**config.mk**
```make
export PLATFORM = sky130hd
export DESIGN_NAME = keypad_matrix_scan_debounce
export DESIGN_NICKNAME = d
export VERILOG_FILES = /design/src/hw/rtl/kms_pkg.sv /design/src/hw/rtl/kms_scan.sv /design/src/hw/rtl/kms_debounce.sv /design/src/hw/rtl/keypad_matrix_scan_debounce.sv
export SDC_FILE = /design/constraint.sdc
export NUM_CORES = 1
export LEC_CHECK = 0
export BUFFER_PORTS_ARGS = -buffer_cell sky130_fd_sc_hd__clkbuf_2
export CAP_MARGIN = 10
export CORE_AREA = 2 2 163 85
export DETAILED_ROUTE_END_ITERATION = 8
export DIE_AREA = 0 0 165 87
export PLACE_DENSITY = 0.9
export SLEW_MARGIN = 20
export SYNTH_ARGS = -nofsm -noshare
export SYNTH_HDL_FRONTEND = slang
export SYNTH_SLANG_ARGS = --single-unit
```
**constraint.sdc**
```tcl
create_clock -name clock -period 5.6 [get_ports clock]
set_input_delay 1.12 -clock clock [delete_from_list [all_inputs] [get_ports clock]]
set_output_delay 1.12 -clock clock [all_outputs]
set_load 0.01 [all_outputs]
```
**src/hw/rtl/kms_pkg.sv**
```systemverilog
// ----------------------------------------------------------------------------
// kms_pkg: shared types and constants for the keypad matrix scanner
// Payload structs, register map, defaults and the row drive mask helper.
// ----------------------------------------------------------------------------
package kms_pkg;

   // Default matrix geometry
   localparam int NUM_ROWS_DEFAULT = 4;
   localparam int NUM_COLS_DEFAULT = 3;

   // Fixed field widths
   localparam int SAMPLE_W = 3;
   localparam int DRIVE_W  = 4;
   localparam int CODE_W   = 4;
   localparam int TIME_W   = 32;
   localparam int DEB_W    = 16;

   // Configuration port
   localparam int CSR_ADDR_W = 3;
   localparam int CSR_DATA_W = 32;
   localparam logic [CSR_ADDR_W-3:0] REG_DEBOUNCE_MS = '0;
   localparam logic [DEB_W-1:0] DEBOUNCE_MS_RESET = 16'd50;

   // No key / no event code
   localparam logic [CODE_W-1:0] CODE_NONE = '0;

   typedef struct packed {
      logic [SAMPLE_W-1:0] column_sample;
      logic [TIME_W-1:0]   now_ms;
   } req_type;

   typedef struct packed {
      logic [DRIVE_W-1:0] row_drive;
      logic               scan_done;
      logic [CODE_W-1:0]  key_event;
   } rsp_type;

   // Scan outcome handed to the debouncer
   typedef struct packed {
      logic              done;
      logic [CODE_W-1:0] raw;
   } scan_result_type;

   // Active-low drive mask; rows without a drive bit leave all lines high
   function automatic logic [DRIVE_W-1:0] drive_mask(input logic [2:0] row);
      logic [7:0] onehot;
      onehot = 8'd1 << row;
      return ~onehot[DRIVE_W-1:0];
   endfunction

endpackage

```
**src/hw/rtl/kms_scan.sv**
```systemverilog
// ----------------------------------------------------------------------------
// kms_scan: row sequencer and press tally
// Walks the rows, counts presses over one scan and forms the raw key code.
// ----------------------------------------------------------------------------
module kms_scan #(
   parameter int NUM_ROWS = kms_pkg::NUM_ROWS_DEFAULT,
   parameter int NUM_COLS = kms_pkg::NUM_COLS_DEFAULT
) (
   input  logic                              clock,
   input  logic                              reset,
   input  logic                              step,
   input  logic [kms_pkg::SAMPLE_W-1:0]      column_sample,
   output kms_pkg::scan_result_type          scan_result,
   output logic [kms_pkg::DRIVE_W-1:0]       row_drive
);
   import kms_pkg::*;

   localparam int ROW_W = (NUM_ROWS > 1) ? $clog2(NUM_ROWS) : 1;
   localparam logic [ROW_W-1:0] LAST_ROW = ROW_W'(NUM_ROWS - 1);

   logic [ROW_W-1:0]  row_index_ff, row_index_in;
   logic [1:0]        press_tally_ff, press_tally_in;
   logic [CODE_W-1:0] found_code_ff, found_code_in;

   logic [7:0]        released;
   logic [1:0]        tally;
   logic [CODE_W-1:0] code;
   logic              last_row;

   // Tally presses of the driven row; columns beyond the sample read released
   always_comb begin
      released = {5'b11111, column_sample};
      tally    = press_tally_ff;
      code     = found_code_ff;
      for (int col = 0; col < NUM_COLS; col++) begin
         if (!released[col]) begin
            if (tally == 2'd0) begin
               code = CODE_W'(row_index_ff) * CODE_W'(NUM_COLS) + CODE_W'(col) + CODE_W'(1);
            end
            if (tally < 2'd2) begin
               tally = tally + 2'd1;
            end
         end
      end
   end

   // Advance the row; close the scan at the last row
   always_comb begin
      last_row = (row_index_ff == LAST_ROW);
      scan_result.done = last_row;
      scan_result.raw  = (tally == 2'd1) ? code : CODE_NONE;
      if (last_row) begin
         row_index_in   = '0;
         press_tally_in = '0;
         found_code_in  = CODE_NONE;
      end else begin
         row_index_in   = row_index_ff + ROW_W'(1);
         press_tally_in = tally;
         found_code_in  = code;
      end
      row_drive = drive_mask(3'(row_index_in));
   end

   always_ff @(posedge clock) begin
      if (reset) begin
         row_index_ff   <= '0;
         press_tally_ff <= '0;
         found_code_ff  <= CODE_NONE;
      end else if (step) begin
         row_index_ff   <= row_index_in;
         press_tally_ff <= press_tally_in;
         found_code_ff  <= found_code_in;
      end
   end

endmodule

```
**src/hw/rtl/kms_debounce.sv**
```systemverilog
// ----------------------------------------------------------------------------
// kms_debounce: raw code debouncer
// Holds the last raw code and its change time; reports newly stable presses.
// ----------------------------------------------------------------------------
module kms_debounce (
   input  logic                          clock,
   input  logic                          reset,
   input  logic                          step,
   input  kms_pkg::scan_result_type      scan_result,
   input  logic [kms_pkg::TIME_W-1:0]    now_ms,
   input  logic [kms_pkg::DEB_W-1:0]     debounce_ms,
   output logic [kms_pkg::CODE_W-1:0]    key_event
);
   import kms_pkg::*;

   logic [CODE_W-1:0] previous_raw_ff, previous_raw_in;
   logic [CODE_W-1:0] stable_code_ff, stable_code_in;
   logic [TIME_W-1:0] change_stamp_ff, change_stamp_in;
   logic [TIME_W-1:0] elapsed;

   // Record changes, then promote a code that held long enough
   always_comb begin
      previous_raw_in = previous_raw_ff;
      stable_code_in  = stable_code_ff;
      change_stamp_in = change_stamp_ff;
      key_event       = CODE_NONE;
      elapsed         = now_ms - change_stamp_ff;
      if (scan_result.done) begin
         if (scan_result.raw != previous_raw_ff) begin
            previous_raw_in = scan_result.raw;
            change_stamp_in = now_ms;
         end else if (elapsed >= {{(TIME_W-DEB_W){1'b0}}, debounce_ms}) begin
            if (previous_raw_ff != stable_code_ff) begin
               stable_code_in = previous_raw_ff;
               key_event      = previous_raw_ff;
            end
         end
      end
   end

   always_ff @(posedge clock) begin
      if (reset) begin
         previous_raw_ff <= CODE_NONE;
         stable_code_ff  <= CODE_NONE;
         change_stamp_ff <= '0;
      end else if (step) begin
         previous_raw_ff <= previous_raw_in;
         stable_code_ff  <= stable_code_in;
         change_stamp_ff <= change_stamp_in;
      end
   end

endmodule

```
**src/hw/rtl/keypad_matrix_scan_debounce.sv**
```systemverilog
// A sample passes through the input register, then the result register.
// Throughput: one sample per cycle unless rsp_ready stalls; the result register frees as the result is taken.
// Each sample is examined in one pass between the input and result registers.
// Reset: synchronous; clears the scan to the first row, the debounce state,
// and sets debounce_ms to 50. No memory to clear.
// ----------------------------------------------------------------------------
// keypad_matrix_scan_debounce: keypad matrix scanner with debounce
// Takes one row sample per transfer, drives the next row and reports keys.
// ----------------------------------------------------------------------------
module keypad_matrix_scan_debounce #(
   parameter int NUM_ROWS = kms_pkg::NUM_ROWS_DEFAULT,
   parameter int NUM_COLS = kms_pkg::NUM_COLS_DEFAULT
) (
   input  logic                              clock,
   input  logic                              reset,
   input  logic                              req_valid,
   output logic                              req_ready,
   input  kms_pkg::req_type                  req_data,
   output logic                              rsp_valid,
   input  logic                              rsp_ready,
   output kms_pkg::rsp_type                  rsp_data,
   input  logic                              psel,
   input  logic                              penable,
   input  logic                              pwrite,
   input  logic [kms_pkg::CSR_ADDR_W-1:0]    paddr,
   input  logic [kms_pkg::CSR_DATA_W-1:0]    pwdata,
   output logic [kms_pkg::CSR_DATA_W-1:0]    prdata,
   output logic                              pready
);
   import kms_pkg::*;

   logic              in_valid_ff, in_valid_in;
   req_type           in_data_ff;
   logic              out_valid_ff, out_valid_in;
   rsp_type           out_data_ff;
   logic [DEB_W-1:0]  debounce_ms_ff;

   logic              advance;
   logic              reg_hit;
   scan_result_type   scan_result;
   logic [DRIVE_W-1:0] row_drive;
   logic [CODE_W-1:0] key_event;

   // Configuration register
   assign pready  = 1'b1;
   assign reg_hit = (paddr[CSR_ADDR_W-1:2] == REG_DEBOUNCE_MS);
   assign prdata  = reg_hit ? {{(CSR_DATA_W-DEB_W){1'b0}}, debounce_ms_ff} : '0;

   always_ff @(posedge clock) begin
      if (reset) begin
         debounce_ms_ff <= DEBOUNCE_MS_RESET;
      end else if (psel && penable && pwrite && pready && reg_hit) begin
         debounce_ms_ff <= pwdata[DEB_W-1:0];
      end
   end

   // Move a sample into the result register when that register frees up
   assign advance   = in_valid_ff && (!out_valid_ff || rsp_ready);
   assign req_ready = !in_valid_ff || advance;
   assign rsp_valid = out_valid_ff;
   assign rsp_data  = out_data_ff;

   always_comb begin
      in_valid_in  = in_valid_ff;
      out_valid_in = out_valid_ff;
      if (req_ready) begin
         in_valid_in = req_valid;
      end
      if (advance) begin
         out_valid_in = 1'b1;
      end else if (rsp_ready) begin
         out_valid_in = 1'b0;
      end
   end

   always_ff @(posedge clock) begin
      if (reset) begin
         in_valid_ff  <= 1'b0;
         out_valid_ff <= 1'b0;
      end else begin
         in_valid_ff  <= in_valid_in;
         out_valid_ff <= out_valid_in;
      end
   end

   // Hold the sample and the result payload
   always_ff @(posedge clock) begin
      if (req_valid && req_ready) begin
         in_data_ff <= req_data;
      end
      if (advance) begin
         out_data_ff.row_drive <= row_drive;
         out_data_ff.scan_done <= scan_result.done;
         out_data_ff.key_event <= key_event;
      end
   end

   kms_scan #(
      .NUM_ROWS (NUM_ROWS),
      .NUM_COLS (NUM_COLS)
   ) u_kms_scan (
      .clock         (clock),
      .reset         (reset),
      .step          (advance),
      .column_sample (in_data_ff.column_sample),
      .scan_result   (scan_result),
      .row_drive     (row_drive)
   );

   kms_debounce u_kms_debounce (
      .clock       (clock),
      .reset       (reset),
      .step        (advance),
      .scan_result (scan_result),
      .now_ms      (in_data_ff.now_ms),
      .debounce_ms (debounce_ms_ff),
      .key_event   (key_event)
   );

endmodule

```
* Word level (Yosys, flattened, before mapping)
Cells that the tools add are included.
** Cells by class
- Add/sub/neg operators :: 9
- Multipliers :: 1
- $lt $le $gt $ge :: 4
- Eq/ne operators :: 4
- Shifts and indexed selects :: 1
- Mux-type cells :: 19
- Bitwise gates (word level) :: 6
- Reduce and logical (&&, ||, !) cells :: 16
** Operators with widths (number)
- 32-bit by 16-bit greater-or-equal comparator with 1-bit output :: 1
- 4-bit 2-to-1 mux :: 8
- 32-bit subtractor :: 1
- 16-bit 2-to-1 mux :: 1
- 2-bit 2-to-1 mux :: 8
- 4-bit by 1-bit adder with 4-bit output (second input constant) :: 3
- 2-bit by 1-bit adder with 2-bit output (second input constant) :: 4
- 4-bit inequality test :: 2
- 2-bit logical NOT :: 3
- 2-bit less-than comparator (second input constant) :: 3
- 1-bit logical AND :: 5
- 1-bit NOT :: 5
- 5-bit AND reduction :: 1
- 4-bit by 2-bit adder with 4-bit output (second input constant) :: 1
- 2-bit by 2-bit multiplier with 4-bit output (second input constant) :: 1
- 4-bit NOT :: 1
- 4-bit OR reduction :: 1
- 1-bit by 2-bit left shift with 4-bit output (first input constant) :: 1
- 3-bit AND reduction :: 1
- 2-bit by 1-bit equality test with 1-bit output (second input constant) :: 1
- 2-bit equality test (second input constant) :: 1
- 1-bit logical NOT :: 2
- 1-bit logical OR :: 2
- 1-bit 2-to-1 mux :: 2
- 2-bit nonzero test :: 1
** Storage, ports and cells
- Bits in registers :: 110
- Bits of input ports :: 77
- Output and inout port bits :: 44
- Word-level logic and storage cells :: 74

* Logic depth before layout (Yosys ltp)
Gate-level depths: netlist of the first run.
- Word-level depth :: 14
- Mapped depth :: 22

* Modules after synthesis
From an unflattened synthesis of the first run, not the netlist that was laid out.
** Unflattened totals
- Cell total of the unflattened synthesis :: 823
- Area total of the unflattened synthesis :: 7497.2 sq um
** Modules (own cells, without submodules)
- kms_debounce :: instances 1, cells an instance 554, area an instance 4277.9 sq um
- keypad_matrix_scan_debounce :: instances 1, cells an instance 160, area an instance 2377.3 sq um
- kms_scan :: instances 1, cells an instance 109, area an instance 842.1 sq um

* Worst setup path before layout of the first run
OpenSTA, ideal clock, no wires.
- Path kind :: register -> register
- Start :: register in_data_ff[3] (netlist bit)
- End :: register u_kms_debounce.stable_code_ff[0]
- Arrival time :: 4.345 ns
- Required time :: 5.468 ns
- Path slack :: 1.123 ns
- Cell stages (with the launch flop) :: 18
- Path buffers :: 0
- Period minus slack after synthesis :: 4.477 ns
- Path through :: edfxtp_1 ha_1 a21o_1 a21oi_1 a21oi_1 o31ai_1 o21ai_0 xor2_1 ha_1 a21boi_0 a2111oi_4 o211ai_1 or4_1 a2111oi_2 nand4b_1 nor4b_4 or3_1 a21oi_1
** On the way
- Longest elaborated chain between the ends :: 3
** RTL lines
- start, declared :: RTL line keypad_matrix_scan_debounce.sv:33 : req_type in_data_ff;
- start signal, assigned :: RTL line keypad_matrix_scan_debounce.sv:89 : in_data_ff <= req_data;
- 32-bit subtractor :: RTL line kms_debounce.sv:27 : elapsed = now_ms - change_stamp_ff;
- 32-bit by 16-bit greater-or-equal comparator with 1-bit output :: RTL line kms_debounce.sv:32 : end else if (elapsed >= {{(TIME_W-DEB_W){1'b0}}, debounce_ms}) begin
- 5-bit AND reduction (no line)
- end signal, assigned :: RTL line kms_debounce.sv:48 : stable_code_ff <= stable_code_in;
- end, declared :: RTL line kms_debounce.sv:17 : logic [CODE_W-1:0] stable_code_ff, stable_code_in;
Every way passes these cells.
A chain may end at the register's enable or synchronous reset.

* Worst setup path after layout of the first run
- Start :: register in_data_ff[3] (netlist bit)
- End :: register u_kms_debounce.stable_code_ff[1]
The elaborated chain is that of the path after synthesis.

==> impl_metrics.yaml, run 1 <==
status:
  outcome: "completed"
logic_synthesis:
  synth_area_mm2: 0.00721
  async_flop_share_pct: 0
  synth_flop_cell: "dfxtp_1"
  synthCells: 819
  synth_area_leaders: "dfxtp_1, edfxtp_1, ha_1"
  avgSynthCellArea_um2: 8.80
  netlist.area_leader.share_pct: 18.3
  yosysUniqueCellTypes: 79
  yosysWarningCount: 0
  synth_edf_count: 44
  yosysTopAreaCell: "dfxtp_1"
  ys_ff_latch: 110
  ys_seq_area_share_pct: 36.7
placed_design:
  dpl_cell_area_mm2: 0.00767
  io_buffer_count: 85
  gp_congestion: 0.990
  dp_hpwl_mm: 14.0
  placed_cells: 1049
power_and_ir_drop:
  power.density_mw_per_mm2: 234
  leakage_nw: 3.14
  power.internal_mw: 1.31
  p_clk_share_pct: 33.3
  irDropWorstVdd_uv: 128
  p_sw_uw: 551
  pwr-share-comb_pct: 19.7
  p_sw_share_pct: 29.6
  seq_power_share_pct: 47.1
clock_tree:
  cts-root-buf: "clkbuf_16"
  clock_latency_ns: 0.36
  cts_hold_buf: 0
  cts_buffers: 9
  cts_max_path_buffers: 2
  cts_max_level: 3
  path_clk_slew_ns: 0.08
  tritoncts: "built"
  cts_sinks: 110
worst_setup_path:
  crit_required_ns: 5.87
  worst_path_dominant_cell_family: "compound AO/OA/AOI/OAI gates"
  critPathLaunchType: "flip-flop"
  crit_buf_inv: 1
  crit_fanout: 8
  cp_common_cell: "a21oi_1"
  worstPathArrival_ns: 5.64
  crit_chain: "ha_1 -> a21o_1 -> a21oi_1 -> a21oi_1 -> o31ai_1 -> o21ai_0 -> xor2_1 -> ha_1 -> a21boi_0 -> a2111oi_4 -> o211ai_1 -> or4_1 -> a2111oi_2 -> nand4b_1 -> nor4b_4 -> buf_4 -> o21ai_1 -> a21oi_1"
  slowest_delay_ns: 0.58
  criticalPathCategory: "reg -> reg"
  end_kind: "flip-flop"
  crit_slowest_cell: "or4_1"
route:
  vias: 6213
  drcViolationCount: 0
  wl_met2_mm: 6.87
  drt-met1-wl_mm: 9.39
  drt_iter0_drc: 512
  antenna_left: 0
  via_per_inst: 5.83
  drtPass1Iterations: 7
  wl_mm: 18.2
  top_layer_used: "met4"
  wl_per_cell_um: 17.1
  wl_met3_mm: 1.82
finish:
  diodes: 0
  final_net_count: 1020
  fin_util_pct: 60.7
  fin_cells: 1066
  area_growth_pct: 10.4
  most-common-layout-cells: "nor2_1, clkbuf_2, nand2_1, inv_1, dfxtp_1"
  layout_commonest_cell: "nor2_1"
  drive_above_1_share_pct: 15.4
  fin_area_mm2: 0.00796
timing:
  worstMarginPinSlew_ns: 1.03
  whs_ns: 0.454
  fin_worst_skew_ns: 0.00865
  finalCritPeriodShare_pct: 95.8
  tns_ns: 0
  setup_viol: 0
  hold_viol_final: 0
  finalMaxSlewViolations: 0
  post-route-min-period_ns: 5.36
  rsz0062_at_grt: "false"
  slew_headroom_pct: 31.0
  fmax_mhz: 186
die:
  rows: 30
  boundaryPins: 121
  die_area_mm2: 0.0144
  fp.coreArea_mm2: 0.0131
  fp.dieH_um: 87
  start_util_pct: 55.0
  dieWidth_um: 165
global_route:
  globalRouteOverflowTotal: 0
  grt_usage_pct: 25.8
  grt_max_degree: 67
  antenna_found_initial: 0
  grt_pass1_vias: 5516
  grt_pass1_wl_mm: 28.6
worst_hold_path:
  hold_path.class: "reg -> reg"
job:
  drv_cap: 0
## power by group through the flow
| stage | Combinational (mW) | Clock, mW | Sequential, mW |
|---|---|---|---|
| 2_1_floorplan | 0.267 | 0 | 0.889 |
| 3_3_place_gp | 0.344 | 0 | 0.893 |
| 3_5_place_dp | 0.354 | 0 | 0.893 |
| 4_1_cts | 0.356 | 0.626 | 0.875 |
| 5_1_grt | 0.402 | 0.661 | 0.878 |
| 6_report | 0.366 | 0.619 | 0.876 |
## Yosys cell counts (8+ instances only)
library cell,n
o211ai_1,11
dfxtp_1,66
and3_1,11
nor3_1,8
nand2b_1,12
o21ai_0,23
a21oi_1,64
nor2_1,92
nand2_1,72
buf_2,8
inv_1,66
edfxtp_1,44
xor2_1,11
mux2i_1,36
or2_2,9
buf_4,19
ha_1,57
nand3_1,15
nor2b_1,9
a21o_1,16
xnor2_1,15
or3_1,11
a211oi_1,9
clkbuf_1,20
nand4_1,9
## cells by family after synthesis
| kind of cell | after synthesis | synth area share (%) |
|---|---|---|
| muxes | 40 | 5.68 |
| buffers and inverters | 118 | 7.38 |
| other | 2 | 0.104 |
| adders and majority gates | 58 | 10.2 |
| AOI/OAI and AO/OA | 196 | 18.9 |
| xor gates and xnor gates | 26 | 3.16 |
| and+or+nand+nor | 269 | 18.0 |
| DFF | 110 | 36.7 |
## what timing repair did
action / CTS / global route
resized for setup: 0 / 0
setup buffers: 0 / 1
endpoints found under the setup margin: 0 / 4
## metal layers
| metal | track usage [%] | up-vias |
|---|---|---|
| li1 | - | 3012 |
| met1 | 40.7 | 2911 |
| met2 | 34.4 | 274 |
| met3 | 7.85 | 16 |
| met4 | 3.48 | 0 |
| met5 | 0 | - |
## state kept, by name, summed over array words and instances (netlist names)
name	count
debounce_ms_ff	16
u_kms_debounce.change_stamp_ff	32
u_kms_debounce.previous_raw_ff	4
rsp_data	9
rsp_valid	1
u_kms_scan.press_tally_ff	2
u_kms_debounce.stable_code_ff	4
in_data_ff	35
in_valid_ff	1
u_kms_scan.found_code_ff	4
u_kms_scan.row_index_ff	2
## final cells by class
cell class                      instances  area [µm²]
Timing Repair Buffer                   91         470
Clock inverter                          5        45.0
Clock buffer                           11         233
Fill cell                            1112        5140
Sequential cell                       110        2640
Inverter                               67         251
Multi-Input combinational cell        606        4090
Tap cell                              176         220
## final timing paths
kind,depth (start not counted),end,slack [ns],start
max,18,u_kms_debounce.stable_code_ff[1],0.24,in_data_ff[3]
min,2,debounce_ms_ff[6],0.45,debounce_ms_ff[6]
max reg2reg,18,u_kms_debounce.stable_code_ff[1],0.24,in_data_ff[3]
min reg2reg,2,debounce_ms_ff[6],0.45,debounce_ms_ff[6]
## worst min-delay path: stages (launching register included)
cell	delay, ns
dfxtp_1	0.31
nand2_1	0.05
a21oi_1	0.05
## through the flow
stage	setup slack, ns	power (mW)
after floorplan	1.12	1.16
after global placement	0.512	1.24
after detailed placement	0.406	1.25
after CTS	0.318	1.86
after global routing	0.0207	1.94
final	0.236	1.86
(Power assumes the default switching activity.)
==> run 2: changes to the inputs <==
- CORE_AREA: 2 2 163 85 -> 5 5 166 88
- DIE_AREA: 0 0 165 87 -> 0 0 171 93
- MAX_ROUTING_LAYER: default -> met4
==> run 2 against run 1 <==
Against the previous run:
- utilization is 0.11 points lower
- critical path depth fell by 1
- sequential cell count is the same
- sequential power barely moved
- maximum frequency up 1.2%
- routed wire length is 0.25% lower
- non-clock buffer count down 1
- register-to-register slack improved by 0.06 ns
- highest routed layer unchanged
- largest cell class unchanged
- via count decreased by 0.39%
==> impl_metrics.yaml, run 2 (synthesis results as in run 1) <==
finish:
  reg_top3: "in_data_ff: 35 flops, u_kms_debounce.change_stamp_ff: 32 flops, debounce_ms_ff: 16 flops"
  diodes: 0
  fin_area_mm2: 0.00794
  layout_commonest_cell: "nor2_1"
  final_net_count: 1019
  largest_register_ffs: 35
  drive_above_1_share_pct: 15.3
  most-common-layout-cells: "nor2_1, clkbuf_2, nand2_1, inv_1, dfxtp_1"
  area_growth_pct: 10.2
  top_register: "in_data_ff"
global_route:
  antenna_found_initial: 0
  globalRouteOverflowTotal: 0
  grt_max_degree: 67
  grt_pass1_wl_mm: 28.5
  grt_pass1_vias: 5443
  grt_usage_pct: 22.9
worst_setup_path:
  cp_common_cell: "a21oi_1"
  end_kind: "flip-flop"
  timing.rr.start: "in_data_ff[3]"
  crit_chain: "ha_1 -> a21o_1 -> a21oi_1 -> a21oi_1 -> o31ai_1 -> o21ai_0 -> xor2_1 -> ha_1 -> a21boi_0 -> a2111oi_4 -> o211ai_1 -> or4_1 -> a2111oi_2 -> nand4b_1 -> nor4b_4 -> or3_1 -> a21oi_1"
  reg2reg_depth: 17
  crit_slowest_cell: "or4_1"
  reg2reg_setup_slack_ns: 0.30
  critPathLaunchType: "flip-flop"
  slowest_delay_ns: 0.56
  worstPathArrival_ns: 5.51
  crit_required_ns: 5.81
  criticalPathCategory: "reg -> reg"
  worstReg2RegEnd: "u_kms_debounce.stable_code_ff[2]"
  crit_fanout: 8
clock_tree:
  cts_resized: 0
  cts_max_path_buffers: 2
  tritoncts: "built"
  cts_sinks: 110
  cts_buffers: 9
  path_clk_slew_ns: 0.08
  clock_latency_ns: 0.35
  cts-root-buf: "clkbuf_16"
  cts_setup_buffers: 0
  cts_max_level: 3
  cts_hold_buf: 0
die:
  boundaryPins: 121
  die_area_mm2: 0.0159
  fp.coreArea_mm2: 0.0131
  rows: 30
  fp.dieH_um: 93
  dieWidth_um: 171
  start_util_pct: 55.0
route:
  antenna_left: 0
  via_per_inst: 5.82
  wl_per_cell_um: 17.1
  drt_iter0_drc: 554
  drcViolationCount: 0
  drtPass1Iterations: 5
  vias: 6189
  wl_mm: 18.1
timing:
  hold_viol_final: 0
  fmax_mhz: 189
  worstMarginPinSlew_ns: 1.12
  finalCritPeriodShare_pct: 94.7
  fin_worst_skew_ns: 0.0121
  setup_viol: 0
  finalMaxSlewViolations: 0
  tns_ns: 0
  slew_headroom_pct: 24.1
  post-route-min-period_ns: 5.30
  whs_ns: 0.455
  rsz0062_at_grt: "false"
placed_design:
  gp_congestion: 0.970
  dpl_cell_area_mm2: 0.00767
  dp_hpwl_mm: 14.1
  io_buffer_count: 85
status:
  outcome: "completed"
power_and_ir_drop:
  irDropWorstVdd_uv: 139
  leakage_nw: 3.13
  power.density_mw_per_mm2: 233
  p_total_mw: 1.85
job:
  drv_cap: 0
worst_hold_path:
  whs_path_depth: 2
  hold_path_startpoint: "debounce_ms_ff[15]"
  hold_path.class: "reg -> reg"
  whs_endpoint: "debounce_ms_ff[15]"
[run 2: final cells by class]
class	count	area [µm²]
fill	1097	5160
clock inverter	5	43.8
clock buffer	10	229
timing repair buffer	90	463
inverter	67	251
tap	176	220
sequential	110	2640
multi-input combinational	606	4090
[run 2: how the worst max path moves through the flow]
stage / start / to / depth (start not counted)
after global routing: in_data_ff[3] / u_kms_debounce.stable_code_ff[0] / 17
final: in_data_ff[3] / u_kms_debounce.stable_code_ff[2] / 17
after CTS: in_data_ff[3] / u_kms_debounce.stable_code_ff[2] / 17
after global placement: in_data_ff[3] / u_kms_debounce.stable_code_ff[2] / 17
after detailed placement: in_data_ff[3] / u_kms_debounce.stable_code_ff[0] / 17
after floorplan: in_data_ff[3] / u_kms_debounce.stable_code_ff[0] / 17
[run 2: power breakdown]
part / internal, mW / leakage [nW] / switching [mW]
sequential: 0.859 / 0.955 / 0.0171
combinational: 0.142 / 2.05 / 0.223
clock: 0.306 / 0.127 / 0.302
[run 2: metrics by stage]
step                setup WS (ns)  cells  util, %
global placement            0.525   1049     58.5
floorplan                    1.12    834        -
detailed placement          0.435   1049     58.5
finish                      0.299   1064     60.6
global route               0.0139   1064     60.6
CTS                         0.381   1064     60.6
[run 2: layer usage]
layer	wire, µm	share of wire (%)	vias up	GRT usage [%]
met2	6760	37	267	28.3
met4	151	0.83	0	3.76
met3	1820	10	17	5.95
met1	9420	52	2902	37.0
li1	-	-	3003	-
met5	0	0	-	-
[run 2: worst max-delay path, delay by kind of cell (launching register included)]
family,cells,cell delay [ns]
AOI/OAI and AO/OA,10,2.39
adders and majority gates,2,0.71
and+or+nand+nor,4,1.41
DFF,1,0.44
xor gates and xnor gates,1,0.19
==> run 3: changes to the inputs <==
- CORE_AREA: 5 5 166 88 -> 2 2 223 115
- DIE_AREA: 0 0 171 93 -> 0 0 225 117
- PLACE_DENSITY: 0.9 -> 0.58
==> run 3 against run 2 <==
Against the previous run:
- clock power up 11%
- clock skew up 0.0028 ns
- register-to-register slack improved by 0.04 ns
- design area rose by 2.7%
- non-clock buffer count did not move
==> impl_metrics.yaml, run 3 (synthesis results as in run 1) <==
worst_setup_path:
  criticalPathCategory: "reg -> reg"
  end_kind: "flip-flop"
  crit_required_ns: 5.84
  crit_fanout: 8
  critPathLaunchType: "flip-flop"
  timing.rr.start: "in_data_ff[3]"
  worstSetupStartpoint: "in_data_ff[3]"
  worstPathArrival_ns: 5.50
finish:
  top_register: "in_data_ff"
  final_net_count: 1019
  fin_area_mm2: 0.00816
  most-common-layout-cells: "nor2_1, clkbuf_2, nand2_1, inv_1, dfxtp_1"
  drive_above_1_share_pct: 15.6
  largest_register_ffs: 35
  reg_top3: "in_data_ff: 35 flops, u_kms_debounce.change_stamp_ff: 32 flops, debounce_ms_ff: 16 flops"
  area_growth_pct: 13.1
  diodes: 0
  layout_commonest_cell: "nor2_1"
route:
  vias: 6024
  antenna_left: 0
  wl_per_cell_um: 15.9
  wl_mm: 19.3
  drt_iter0_drc: 486
  drtPass1Iterations: 4
  drcViolationCount: 0
  via_per_inst: 4.97
clock_tree:
  path_clk_slew_ns: 0.09
  cts-root-buf: "clkbuf_16"
  cts_max_level: 3
  cts_max_path_buffers: 2
  cts_buffers: 9
  clock_latency_ns: 0.38
  tritoncts: "built"
  cts_sinks: 110
die:
  fp.coreArea_mm2: 0.0246
  boundaryPins: 121
  die_area_mm2: 0.0263
  rows: 41
  start_util_pct: 29.3
  fp.dieH_um: 117
  dieWidth_um: 225
timing:
  fmax_mhz: 190
  fin_worst_skew_ns: 0.0149
  hold_viol_final: 0
  rsz0062_at_grt: "false"
  slew_headroom_pct: 24.4
  post-route-min-period_ns: 5.26
  setup_ws_ns: 0.340
  finalMaxSlewViolations: 0
  finalCritPeriodShare_pct: 93.9
  setup_viol: 0
  tns_ns: 0
  worstMarginPinSlew_ns: 1.10
job:
  drv_cap: 0
placed_design:
  io_buffer_count: 85
  dp_slack_ns: 0.373
  dp_hpwl_mm: 15.0
  dpl_cell_area_mm2: 0.00785
  gp_congestion: 0.929
worst_hold_path:
  hold_path_startpoint: "debounce_ms_ff[6]"
  hold_path.class: "reg -> reg"
global_route:
  globalRouteOverflowTotal: 0
  grt_usage_pct: 15.4
  antenna_found_initial: 0
  grt_pass1_wl_mm: 30.1
  grt_pass1_vias: 5421
  grt_max_degree: 67
power_and_ir_drop:
  leakage_nw: 3.15
  irDropWorstVdd_uv: 149
  power.density_mw_per_mm2: 235
status:
  outcome: "completed"
==> run 3: worst paths after layout <==
path / cells past startpoint / end / slack [ns]
worst max register to register: 18 / u_kms_debounce.stable_code_ff[3] / 0.34
worst max-delay path: 18 / u_kms_debounce.stable_code_ff[3] / 0.34
worst min-delay path: 2 / debounce_ms_ff[6] / 0.46
worst min register to register: 2 / debounce_ms_ff[6] / 0.46
==> run 3: repair_timing <==
action	CTS	global route
hold buffers	0	0
setup endpoints to repair	0	1
buffers inserted	0	1
gates resized for setup	0	0
==> run 3: area by class of cell <==
cell class / instances / area (µm²)
Clock buffer: 9 / 225
Tap cell: 322 / 403
Sequential cell: 110 / 2640
Inverter: 67 / 251
Multi-Input combinational cell: 606 / 4090
Fill cell: 2563 / 16400
Timing Repair Buffer: 90 / 463
Clock inverter: 7 / 77.6
==> run 3: per-layer routing <==
layer  track usage (%)  share of wire, %  vias to the layer above
li1                  -                 -                     3016
met1              24.5                58                     2847
met2              18.5                35                      149
met3              4.12               6.2                       12
met4              2.78              0.74                        0
met5                 -                 0                        -
==> run 3: power breakdown <==
group	internal, mW	switching (mW)
sequential	0.859	0.0167
clock	0.319	0.355
combinational	0.142	0.224
total	1.32	0.596
==> run 3: critical path: stages, from the launching register on <==
cell	delay, ns
edfxtp_1	0.39
ha_1	0.39
a21o_1	0.20
a21oi_1	0.23
a21oi_1	0.16
o31ai_1	0.39
o21ai_0	0.23
xor2_1	0.19
ha_1	0.30
a21boi_0	0.20
a2111oi_4	0.38
o211ai_1	0.15
or4_1	0.55
a2111oi_2	0.45
nand4b_1	0.26
nor4b_4	0.29
buf_4	0.19
or3_1	0.11
a21oi_1	0.05
==> run 3: through the flow <==
| step | instances | power, mW | utilization, % | hold slack, ns |
|---|---|---|---|---|
| 5_1_grt | 1211 | 2.01 | 33.2 | 0.481 |
| 3_5_place_dp | 1194 | 1.26 | 31.9 | 0.446 |
| 6_report | 1211 | 1.92 | 33.2 | 0.456 |
| 2_1_floorplan | 834 | 1.16 | - | 0.436 |
| 3_3_place_gp | 1194 | 1.25 | 31.9 | 0.444 |
| 4_1_cts | 1210 | 1.94 | 33.2 | 0.457 |
